File: src/design/latching_relay_pulse_scheduler_top_assert.svh
// assertion macros shared by the relay pulse scheduler rtl
// no dependencies; taken in by `include where checks are written
`ifndef LATCHING_RELAY_PULSE_SCHEDULER_TOP_ASSERT_SVH
`define LATCHING_RELAY_PULSE_SCHEDULER_TOP_ASSERT_SVH

// condition that must hold at every clock edge out of reset
`define LRPS_ASSERT_ALWAYS(lbl, clk, rst, expr) \
  lbl: assert property (@(posedge clk) disable iff (rst) (expr)) \
    else $error("lrps invariant failed");

// consequence checked in the same cycle as the trigger
`define LRPS_ASSERT_SAME(lbl, clk, rst, ante, cons) \
  lbl: assert property (@(posedge clk) disable iff (rst) (ante) |-> (cons)) \
    else $error("lrps check failed");

// consequence checked in the cycle after the trigger
`define LRPS_ASSERT_NEXT(lbl, clk, rst, ante, cons) \
  lbl: assert property (@(posedge clk) disable iff (rst) (ante) |=> (cons)) \
    else $error("lrps sequence check failed");

`endif

File: src/design/lrps_pkg.sv
// types and constants of the relay pulse scheduler
// no dependencies; imported by lrps_unit, the scheduler top, the checker and the testbench
`default_nettype none

package lrps_pkg;

  localparam int RELAYS     = 3;
  localparam int TIME_BITS  = 32;
  localparam int RELAY_W    = 2;
  localparam int HOLD_W     = 16;
  localparam int COIL_W     = 2 * RELAYS;
  localparam int COIL_IDX_W = $clog2(COIL_W);
  localparam int FREE_W     = 4;

  localparam logic [HOLD_W-1:0] HOLD_RESET = 16'd400;
  localparam int MIN_FREE = 2;

  // shared unit operations
  typedef logic unit_op_t;
  localparam unit_op_t UNIT_OP_ADD = 1'b0;
  localparam unit_op_t UNIT_OP_LT  = 1'b1;

  // input item kinds carried on tuser
  localparam logic FUNC_TICK   = 1'b0;
  localparam logic FUNC_TOGGLE = 1'b1;

  typedef struct packed {
    logic [TIME_BITS-1:0] when;
    logic [RELAY_W-1:0]   relay;
    logic                 set_coil;
    logic                 level;
  } slot_entry_t;

  localparam int ENTRY_W = $bits(slot_entry_t);

endpackage

`default_nettype wire

File: src/design/lrps_ram.sv
// generic single write port ram with registered read
// no package dependencies
`default_nettype none

module lrps_ram #(
  parameter int WIDTH = 8,
  parameter int DEPTH = 8
) (
  input  wire logic                     clk,
  input  wire logic                     we,
  input  wire logic [$clog2(DEPTH)-1:0] waddr,
  input  wire logic [WIDTH-1:0]         wdata,
  input  wire logic [$clog2(DEPTH)-1:0] raddr,
  output      logic [WIDTH-1:0]         rdata
);

  logic [WIDTH-1:0] mem [DEPTH];

  always_ff @(posedge clk) begin
    if (we) begin
      mem[waddr] <= wdata;
    end
    rdata <= mem[raddr];
  end

endmodule

`default_nettype wire

File: src/design/lrps_unit.sv
// shared time adder: wrapping add, or unsigned less-than by subtraction
// depends on lrps_pkg
`default_nettype none

module lrps_unit import lrps_pkg::*; (
  input  wire unit_op_t             op,
  input  wire logic [TIME_BITS-1:0] a,
  input  wire logic [TIME_BITS-1:0] b,
  output      logic [TIME_BITS-1:0] sum,
  output      logic                 lt
);

  logic                 sub;
  logic [TIME_BITS-1:0] b_in;
  logic [TIME_BITS:0]   wide;

  always_comb begin
    sub  = (op == UNIT_OP_LT);
    b_in = sub ? ~b : b;
    wide = {1'b0, a} + {1'b0, b_in} + (TIME_BITS + 1)'(sub);
  end

  assign sum = wide[TIME_BITS-1:0];
  // no carry out of a - b means a borrow, so a < b
  assign lt  = sub & ~wide[TIME_BITS];

endmodule

`default_nettype wire

File: src/design/latching_relay_pulse_scheduler_top.sv
// Latching relay pulse scheduler. A toggle request (tuser = 1) books a
// raise-coil event at its start time and a drop-coil event hold_ticks later
// into the two lowest free slots of the event table, or is refused when
// fewer than two slots are free. A tick (tuser = 0) fires, in slot order,
// every booked event whose time is strictly below the tick time and frees
// its slot. Every item gives one result: accepted flag, coil drive lines
// and free slot count. One item is worked on at a time; its result waits in
// the output register, so the next input transfer is taken while it waits,
// and that item's report holds until the register is free. With the receiver
// ready a tick's result waits for a scan of the whole table, an accepted
// toggle's for a scan up to its second free slot and a refused toggle's for none;
// the tick scan takes one table entry a cycle through the single read port of
// the slot memory and the one shared time adder.
// The slot contents need no clearing after reset, the block is ready at once.
// depends on lrps_pkg, lrps_ram, lrps_unit and the assertion macro header
`default_nettype none

`include "latching_relay_pulse_scheduler_top_assert.svh"

module latching_relay_pulse_scheduler_top import lrps_pkg::*; #(
  parameter int SLOTS = 8
) (
  input  wire logic               clk,
  input  wire logic               rst,
  input  wire logic               cfg_wr_en,
  input  wire logic [HOLD_W-1:0]  cfg_wr_data,   // hold_ticks
  input  wire logic               s_axis_tvalid,
  output      logic               s_axis_tready,
  input  wire logic [39:0]        s_axis_tdata,  // relay_index, set_coil, time_value
  input  wire logic               s_axis_tuser,  // func
  output      logic               m_axis_tvalid,
  input  wire logic               m_axis_tready,
  output      logic [15:0]        m_axis_tdata   // accepted, coil_lines, free_slots
);

  localparam int IDX_W = $clog2(SLOTS);
  localparam int CNT_W = $clog2(SLOTS + 1);
  localparam logic [IDX_W-1:0] LAST = IDX_W'(SLOTS - 1);

  localparam logic [2:0] ST_IDLE   = 3'd0;
  localparam logic [2:0] ST_TADD   = 3'd1;
  localparam logic [2:0] ST_TFILL  = 3'd2;
  localparam logic [2:0] ST_TICK   = 3'd3;
  localparam logic [2:0] ST_REPORT = 3'd4;

  logic [2:0]           state;
  logic [HOLD_W-1:0]    hold_ticks;
  logic [SLOTS-1:0]     busy;
  logic [CNT_W-1:0]     free_cnt;
  logic [COIL_W-1:0]    coil_drive;
  logic                 acc;
  logic                 out_free;

  logic [RELAY_W-1:0]   item_relay;
  logic                 item_set;
  logic [TIME_BITS-1:0] item_time;
  logic [TIME_BITS-1:0] t_end;

  logic [IDX_W-1:0]     scan_idx;
  logic                 scan_done;
  logic [IDX_W-1:0]     eval_idx;
  logic                 eval_vld;
  logic                 second;

  logic                 ram_we;
  slot_entry_t          ram_wdata;
  slot_entry_t          ram_rdata;
  logic [ENTRY_W-1:0]   ram_rbits;

  unit_op_t             unit_op;
  logic [TIME_BITS-1:0] unit_a;
  logic [TIME_BITS-1:0] unit_sum;
  logic                 unit_lt;
  logic                 fire;
  logic [COIL_IDX_W-1:0] coil_bit;

  assign s_axis_tready = (state == ST_IDLE);
  // output register empty now or emptied at this edge
  assign out_free      = !m_axis_tvalid || m_axis_tready;

  lrps_ram #(
    .WIDTH (ENTRY_W),
    .DEPTH (SLOTS)
  ) u_slots (
    .clk   (clk),
    .we    (ram_we),
    .waddr (scan_idx),
    .wdata (ram_wdata),
    .raddr (scan_idx),
    .rdata (ram_rbits)
  );

  assign ram_rdata = slot_entry_t'(ram_rbits);

  always_comb begin
    ram_we             = (state == ST_TFILL) && !busy[scan_idx];
    ram_wdata.when     = second ? t_end : item_time;
    ram_wdata.relay    = item_relay;
    ram_wdata.set_coil = item_set;
    ram_wdata.level    = !second;
  end

  // one adder: end time of a pulse, or slot time against tick time
  always_comb begin
    unit_op = (state == ST_TICK) ? UNIT_OP_LT : UNIT_OP_ADD;
    unit_a  = (state == ST_TICK) ? ram_rdata.when : item_time;
  end

  lrps_unit u_unit (
    .op  (unit_op),
    .a   (unit_a),
    .b   ((state == ST_TICK) ? item_time : TIME_BITS'(hold_ticks)),
    .sum (unit_sum),
    .lt  (unit_lt)
  );

  assign fire     = (state == ST_TICK) && eval_vld && busy[eval_idx] && unit_lt;
  assign coil_bit = {ram_rdata.relay, !ram_rdata.set_coil};

  always_ff @(posedge clk) begin
    if (rst) begin
      hold_ticks <= HOLD_RESET;
    end else if (cfg_wr_en) begin
      hold_ticks <= cfg_wr_data;
    end
  end

  always_ff @(posedge clk) begin
    if (rst) begin
      state         <= ST_IDLE;
      busy          <= '0;
      free_cnt      <= CNT_W'(SLOTS);
      coil_drive    <= '0;
      m_axis_tvalid <= 1'b0;
      eval_vld      <= 1'b0;
      scan_done     <= 1'b0;
      second        <= 1'b0;
      acc           <= 1'b0;
      scan_idx      <= '0;
      eval_idx      <= '0;
    end else begin
      if (m_axis_tvalid && m_axis_tready && (state != ST_REPORT)) begin
        m_axis_tvalid <= 1'b0;
      end
      unique case (state)
        ST_IDLE: begin
          if (s_axis_tvalid && s_axis_tready) begin
            item_relay <= s_axis_tdata[1:0];
            item_set   <= s_axis_tdata[2];
            item_time  <= s_axis_tdata[34:3];
            scan_idx   <= '0;
            scan_done  <= 1'b0;
            eval_vld   <= 1'b0;
            second     <= 1'b0;
            acc        <= 1'b0;
            state      <= (s_axis_tuser == FUNC_TOGGLE) ? ST_TADD : ST_TICK;
          end
        end
        ST_TADD: begin
          t_end <= unit_sum;
          if (free_cnt < CNT_W'(MIN_FREE)) begin
            state <= ST_REPORT;
          end else begin
            acc   <= 1'b1;
            state <= ST_TFILL;
          end
        end
        ST_TFILL: begin
          if (!busy[scan_idx]) begin
            busy[scan_idx] <= 1'b1;
            free_cnt       <= free_cnt - 1'b1;
            second         <= 1'b1;
            if (second) begin
              state <= ST_REPORT;
            end
          end
          if (scan_idx != LAST) begin
            scan_idx <= scan_idx + 1'b1;
          end
        end
        ST_TICK: begin
          // read of slot scan_idx in flight while slot eval_idx is judged
          if (fire) begin
            busy[eval_idx] <= 1'b0;
            free_cnt       <= free_cnt + 1'b1;
            if (ram_rdata.relay < RELAY_W'(RELAYS)) begin
              coil_drive[coil_bit] <= ram_rdata.level;
            end
          end
          if (!scan_done) begin
            eval_vld <= 1'b1;
            eval_idx <= scan_idx;
            if (scan_idx == LAST) begin
              scan_done <= 1'b1;
            end else begin
              scan_idx <= scan_idx + 1'b1;
            end
          end else begin
            eval_vld <= 1'b0;
          end
          if (eval_vld && (eval_idx == LAST)) begin
            state <= ST_REPORT;
          end
        end
        ST_REPORT: begin
          if (out_free) begin
            m_axis_tvalid <= 1'b1;
            m_axis_tdata  <= {5'd0, FREE_W'(free_cnt), coil_drive, acc};
            state         <= ST_IDLE;
          end
        end
        default: begin
          state <= ST_IDLE;
        end
      endcase
    end
  end

  `LRPS_ASSERT_ALWAYS(a_free_count, clk, rst, free_cnt == CNT_W'(SLOTS - $countones(busy)))
  `LRPS_ASSERT_SAME(a_fill_free_slot, clk, rst, ram_we, (state == ST_TFILL) && acc)
  `LRPS_ASSERT_SAME(a_result_from_report, clk, rst, $rose(m_axis_tvalid), $past(state) == ST_REPORT)
  `LRPS_ASSERT_NEXT(a_refused_keeps_table, clk, rst, (state == ST_TADD) && (free_cnt < CNT_W'(MIN_FREE)), $stable(busy))

endmodule

`default_nettype wire

File: config.mk
export PLATFORM = sky130hd
export DESIGN_NAME = latching_relay_pulse_scheduler_top
export DESIGN_NICKNAME = d
export VERILOG_FILES = /design/src/design/lrps_pkg.sv /design/src/design/lrps_ram.sv /design/src/design/lrps_unit.sv /design/src/design/latching_relay_pulse_scheduler_top.sv
export VERILOG_INCLUDE_DIRS = /design/src /design/src/design
export SDC_FILE = /design/constraint.sdc
export NUM_CORES = 1
export LEC_CHECK = 0
export BUFFER_PORTS_ARGS = -buffer_cell sky130_fd_sc_hd__buf_2
export CORE_ASPECT_RATIO = 1.5
export CORE_MARGIN = 4
export CORE_UTILIZATION = 69
export CTS_BUF_LIST = sky130_fd_sc_hd__clkbuf_2
export DETAILED_ROUTE_END_ITERATION = 7
export PLACE_DENSITY = 0.87
export SETUP_SLACK_MARGIN = 0.02
export SYNTH_ARGS = -nofsm -noshare
export SYNTH_HDL_FRONTEND = slang
export SYNTH_SLANG_ARGS = --single-unit
File: constraint.sdc
create_clock -name clk -period 16.6 [get_ports clk]
set_input_delay 1.66 -clock clk [delete_from_list [all_inputs] [get_ports clk]]
set_output_delay 1.66 -clock clk [all_outputs]
set_load 0.01 [all_outputs]
### Word-level counts from Yosys, hierarchy flattened

Memory sizes are Yosys's and may differ from the RTL's. A register that Yosys moved wholly into a read port is not among the register bits.
Cells that the tools add are included.

* magnitude comparators: 8
* add/sub/neg operators: 5
* multiply operators: 0
* bitwise operators: 8
* reduce and logical (&&, ||, !) cells: 33
* equal/unequal tests: 18
* divide/modulo/power cells: 0
* shift operators: 0
* muxes and demuxes: 50

Operators with widths (count)
* $mux W32: 4
* $add A32 B32 Y33: 1
* $add A33 B1 Y33: 1
* $not A32 Y32: 1
* $mux W3: 10
* $reduce_and A3 Y1: 6
* $mux W1: 17
* $mux W8: 2
* $pmux W8 S2: 1
* $pmux W3 S5: 1
* $ne A2 B2 Y1 const B: 7
* $lt A3 B4 Y1 const B: 3
* $logic_and A1 B1 Y1: 11
* $reduce_and A5 Y1: 2
* $demux W1 S3: 3
* $eq A3 B3 Y1 const B: 3
* $ge A3 B1 Y1 const B: 3
* $pmux W3 S3: 1
* $and A8 B8 Y8: 1
* $mux W4: 2
* $not A8 Y8: 1
* $or A8 B8 Y8: 1
* $pmux W1 S2: 4
* $pmux W4 S2: 1
* 20 further kinds: 35

* word-level logic and storage cells: 140
* memory bits (writable): 288
* ROM bits: 0
* output and inout port bits: 18
* bits of input ports: 62
* memories: 1
* register bits after elaboration: 126
* latch bits: 0

Memories
* u_slots.mem: words 8, bits a word 36, rd ports 1, clocked after Yosys merged registers in 1, write ports 1, RTL line lrps_ram.sv:17 `logic [WIDTH-1:0] mem [DEPTH];`

### Logic depth before layout (Yosys ltp)

* word-level depth: 11
* mapped depth: 14
* gate-level depth less buffers: 11

### Cells and area by module

From an unflattened synthesis, not the netlist that was laid out.

* cell total of the unflattened synthesis: 1297
* area, all modules: 19692.6 um^2

By module, submodules not included
* lrps_ram: area an instance 11862.6 um^2, instances 1, cells each 465, seq. area each 9369.0 um^2
* latching_relay_pulse_scheduler_top: area an instance 5849.4 um^2, instances 1, cells each 555, seq. area each 3303.2 um^2
* lrps_unit: area an instance 1980.6 um^2, instances 1, cells each 277, seq. area each 0.0 um^2

### Worst setup path before layout

No wires, ideal clock.

* kind: in2reg
* from: input port rst
* to: register t_end[0], enable pin
* setup slack: 10.669 ns
* arrival time: 5.417 ns
* setup time: 0.513 ns
* cell stages on the path: 3
* cell sequence: clkbuf_1 clkbuf_1 nor4b_1

* word-level cells in the longest chain between the ends: 2

Ends and longest elaborated chain
* from (decl): RTL line latching_relay_pulse_scheduler_top.sv:24 `input wire logic rst,`
* $not A1 Y1 (no source line)
* $reduce_and A2 Y1 (no source line)
* to (signal assigned): RTL line latching_relay_pulse_scheduler_top.sv:160 `t_end <= unit_sum;`
* to (decl): RTL line latching_relay_pulse_scheduler_top.sv:57 `logic [TIME_BITS-1:0] t_end;`

Every way passes these cells.
A chain may end at the register's enable or synchronous reset.

### Worst setup path after layout

* from: register state[2]
* to: register busy[6]

* word-level cells in the longest chain between the ends: 11
* elaborated cells between the ends (all ways): 19
* those cells by class: 2 x add/sub; 4 x eq/ne; 5 x mux; 3 x bitwise; 5 x reduce/logical

Ends and longest elaborated chain
* from (decl): RTL line latching_relay_pulse_scheduler_top.sv:46 `logic [2:0] state;`
* from (signal assigned): RTL line latching_relay_pulse_scheduler_top.sv:156 `state <= (s_axis_tuser == FUNC_TOGGLE) ? ST_TADD : ST_TICK;`
* $eq A3 B2 Y1
* $mux W32: RTL line latching_relay_pulse_scheduler_top.sv:112 `.b ((state == ST_TICK) ? item_time : TIME_BITS'(hold_ticks)),`
* $not A32 Y32: RTL line lrps_unit.sv:19 `b_in = sub ? ~b : b;`
* $mux W32: RTL line lrps_unit.sv:19
* $add A32 B32 Y33: RTL line lrps_unit.sv:20 `wide = {1'b0, a} + {1'b0, b_in} + (TIME_BITS + 1)'(sub);`
* $add A33 B1 Y33: RTL line lrps_unit.sv:20
* $not A1 Y1: RTL line lrps_unit.sv:25 `assign lt = sub & ~wide[TIME_BITS];`
* $and A1 B1 Y1: RTL line lrps_unit.sv:25
* $logic_and A1 B1 Y1: RTL line latching_relay_pulse_scheduler_top.sv:117 `assign fire = (state == ST_TICK) && eval_vld && busy[eval_idx] && unit_lt;`
* $ne A2 B2 Y1 (no source line)
* $reduce_and A3 Y1 (no source line)
* to (signal assigned): RTL line latching_relay_pulse_scheduler_top.sv:131 `busy <= '0;`
* to (signal, indexed assignment): RTL line latching_relay_pulse_scheduler_top.sv:170 `busy[scan_idx] <= 1'b1;`
* to (signal, indexed assignment): RTL line latching_relay_pulse_scheduler_top.sv:184 `busy[eval_idx] <= 1'b0;`
* to (decl): RTL line latching_relay_pulse_scheduler_top.sv:48 `logic [SLOTS-1:0] busy;`

Several ways; a longest one is shown, not always the timed one.

==> results.toml <==
[run_status]
status = "complete, no violations"

[cells_and_area]
postLayoutCoreUtil_pct = 76.8
drive_above_1_share_pct = 23.1
layout_commonest_cell = "edfxtp_1"
mostFrequentLayoutCells = "edfxtp_1, a22oi_1, clkbuf_2"
nets = 1483
fin_cells = 1796
area_delta_synth_final_pct = 8.87

[worst_hold_path]
min_path_type = "flop to flop"
whs_endpoint = "m_axis_tdata[0]$_DFFE_PP_"
min_path_cells = 0
min-delay-start = "acc$_SDFFE_PP0P_"

[worst_setup_path]
critPathMostFrequentCell = "buf_4"
ff2ff_setup_slack_ns = 11.42
reg2regPathDepth = 12
cp.arrival_ns = 6.01
crit_path_start_kind = "flop"
critPathKind = "flop to flop"
cp.required_ns = 17.43
path_cells = "nand3b_1 -> buf_4 -> buf_4 -> mux2_2 -> ha_1 -> a21o_1 -> a31oi_1 -> o311ai_0 -> a2bb2oi_1 -> o221ai_2 -> nand2_1 -> a311oi_1"
critPathSlowestCell = "o221ai_2"
reg2reg_from = "state[2]$_SDFFE_PP0P_"
crit_path_max_fanout = 46
cpPeakStageDelay_ns = 0.68
worstReg2RegEnd = "busy[6]$_SDFFE_PP0P_"
worstSetupEndpointType = "flop"

[power]
ir_drop_mv = 0.0636
leakage_nw = 7.03
power_density_mw_per_mm2 = 110

[floorplanning]
die_area_sq_mm = 0.0292
std_cell_rows = 72
num_io_pins = 80
start_util_pct = 70.5
die_x_um = 141
core_area_sq_mm = 0.0259
die_h_um = 207

[sta]
tightest_slew_ns = 1.19
whs_ns = 0.440
finClkSkew_ns = 0.0711
period_needed_ns = 5.18
fmax_mhz = 193
fin_crit_sh_pct = 31.2
drv_slew = 0
finalSetupViolations = 0
max_slew_margin_pct = 18.6
tns_ns = 0
layout_setup_ws_ns = 11.42
hold_viol = 0
rsz0062_at_grt = "no"

[clocking]
numCtsBuffers = 94
h-tree-depth = 3
postCtsSetupRepairBufs = 0
cts_resized = 0
clock_latency_ns = 0.96
clockBufferDepth = 3
cts_root_buf = "clkbuf_2"
cts_tree = "done"
numClockSinks = 450
ctsHoldBuffers = 0
clkSlewWorstSetupHoldPaths_ns = 0.12

[yosys]
synthCells = 1262
yosysSeqAreaShare_pct = 69.3
ys_async_sr_fraction_pct = 0
synth_seq_cells = 450
syn_avg_cell_area_sq_um = 14.5
synthFlopType = "edfxtp_1"
ys_types = 73
synth_edf_count = 366
syn-cell-area_sq_mm = 0.0183
yosys_warnings = 0

[routing]
ant_nets = 0
drcViolationCount = 0
via_per_inst = 6.61
drt_pass1_iterations = 6
dr_total_vias = 11900
drt_iter0_drc = 1354
wire_per_inst_um = 23.8
routed_wl_um = 42700

[global_routing]
grt_overflow_total = 0
grt_usage_pct = 29.0
grt_max_degree = 57
grt_pass1_vias = 11900
grt_pass1_wl_um = 65100
antenna_found_initial = 1

[placed_design]
hpwl_um = 24300
dp_cells = 1623
place_congestion = 0.946
io_buffers = 69
pre_cts_ws_ns = 11.64

[run]
maxCapViolations = 0
[flip-flops by register name (all words and copies together), names as in the netlist, 2 cells and up]
signal,count
u_slots.mem,288
u_slots.rdata,36
item_time,32
t_end,32
hold_ticks,16
m_axis_tdata,11
busy,8
coil_drive,6
free_cnt,4
eval_idx,3
scan_idx,3
state,3
item_relay,2
[logic make-up after synthesis]
group	Yosys count	share of synthesized area [%]
xor gates and xnor gates	26	1.24
muxes	93	5.70
AOI/OAI and AO/OA	309	12.1
and+or+nand+nor	260	7.29
other	1	0.0205
buffers and inverters	88	1.95
adders and majority gates	35	2.44
DFF	450	69.3
[worst max-delay path, delay by kind of cell (launching register included)]
kind | cells | cell delay [ns]
AOI/OAI and AO/OA | 6 | 2.07
buffers and inverters | 2 | 1.01
adders and majority gates | 1 | 0.40
DFF | 1 | 0.61
muxes | 1 | 0.41
and+or+nand+nor | 2 | 0.51
[worst max-delay path by stage]
stage | end | from | depth (start not counted) | slack, ns
after floorplan | t_end[0]$_DFFE_PP_ | rst | 3 | 10.67
after global placement | busy[4]$_SDFFE_PP0P_ | state[2]$_SDFFE_PP0P_ | 12 | 11.86
after detailed placement | busy[6]$_SDFFE_PP0P_ | state[2]$_SDFFE_PP0P_ | 12 | 11.64
after CTS | busy[6]$_SDFFE_PP0P_ | state[2]$_SDFFE_PP0P_ | 12 | 11.61
after global routing | busy[2]$_SDFFE_PP0P_ | state[2]$_SDFFE_PP0P_ | 12 | 11.18
final | busy[6]$_SDFFE_PP0P_ | state[2]$_SDFFE_PP0P_ | 12 | 11.42
[synth_stat cells (all sizes together) (3+ instances only)]
cell type    n  share of area, %
and3         8              0.27
ha          34               2.3
nor4         5              0.24
o21ai       43               1.2
nand2b       9              0.31
a21oi       41               1.1
mux2i       25               1.4
xnor2       19              0.91
a211oi       5              0.21
a211o        5              0.24
a221oi       3              0.14
o21bai       4              0.16
nand3       12              0.33
nand3b       3              0.12
dfxtp       84               9.2
nor3        16              0.47
o31ai        6              0.27
a21o        12              0.49
nand4       37               1.3
nor4b        4              0.27
and2         7              0.24
mux2        66               4.1
or2          3              0.10
buf         13              0.41
clkbuf      54               1.1
a32oi        3              0.14
nand2       49               1.0
a22oi      146               6.0
nor3b        6              0.27
a2111oi      4              0.23
edfxtp     366                60
a31oi        7              0.24
xor2         7              0.34
nor2        80               1.6
nor2b       16              0.55
a311oi       7              0.34
inv         21              0.43
[layer usage]
layer / global-route usage (%) / up-vias / wire [um]
met5: 0 / - / 0
met4: 13.2 / 0 / 1390
met3: 5.30 / 119 / 4360
met2: 48.1 / 739 / 21600
met1: 37.6 / 5753 / 15300
li1: - / 5264 / -
[layout make-up]
cell class / instances / area, sq um
Tap cell: 333 / 417
Clock buffer: 134 / 671
Sequential cell: 450 / 12700
Clock inverter: 38 / 188
Antenna cell: 1 / 2.50
Multi-Input combinational cell: 728 / 5380
Inverter: 21 / 78.8
Timing Repair Buffer: 91 / 510
Fill cell: 1511 / 6030
[through the flow]
stage	area, sq um	total power, W
6_report	19900	0.00219
5_1_grt	19900	0.00229
4_1_cts	19900	0.00220
3_5_place_dp	19100	0.00156
3_3_place_gp	19100	0.00155
2_1_floorplan	18300	0.00149
[where the power goes]
group	leakage, nW	total, W	switching, W	internal (W)
Combinational	2.36	0.000226	0.000140	0.0000859
Clock	0.664	0.000646	0.000411	0.000236
Sequential	4.00	0.00132	0.0000332	0.00129
Total	7.03	0.00219	0.000584	0.00161
Power figures use the tool's default switching activity.
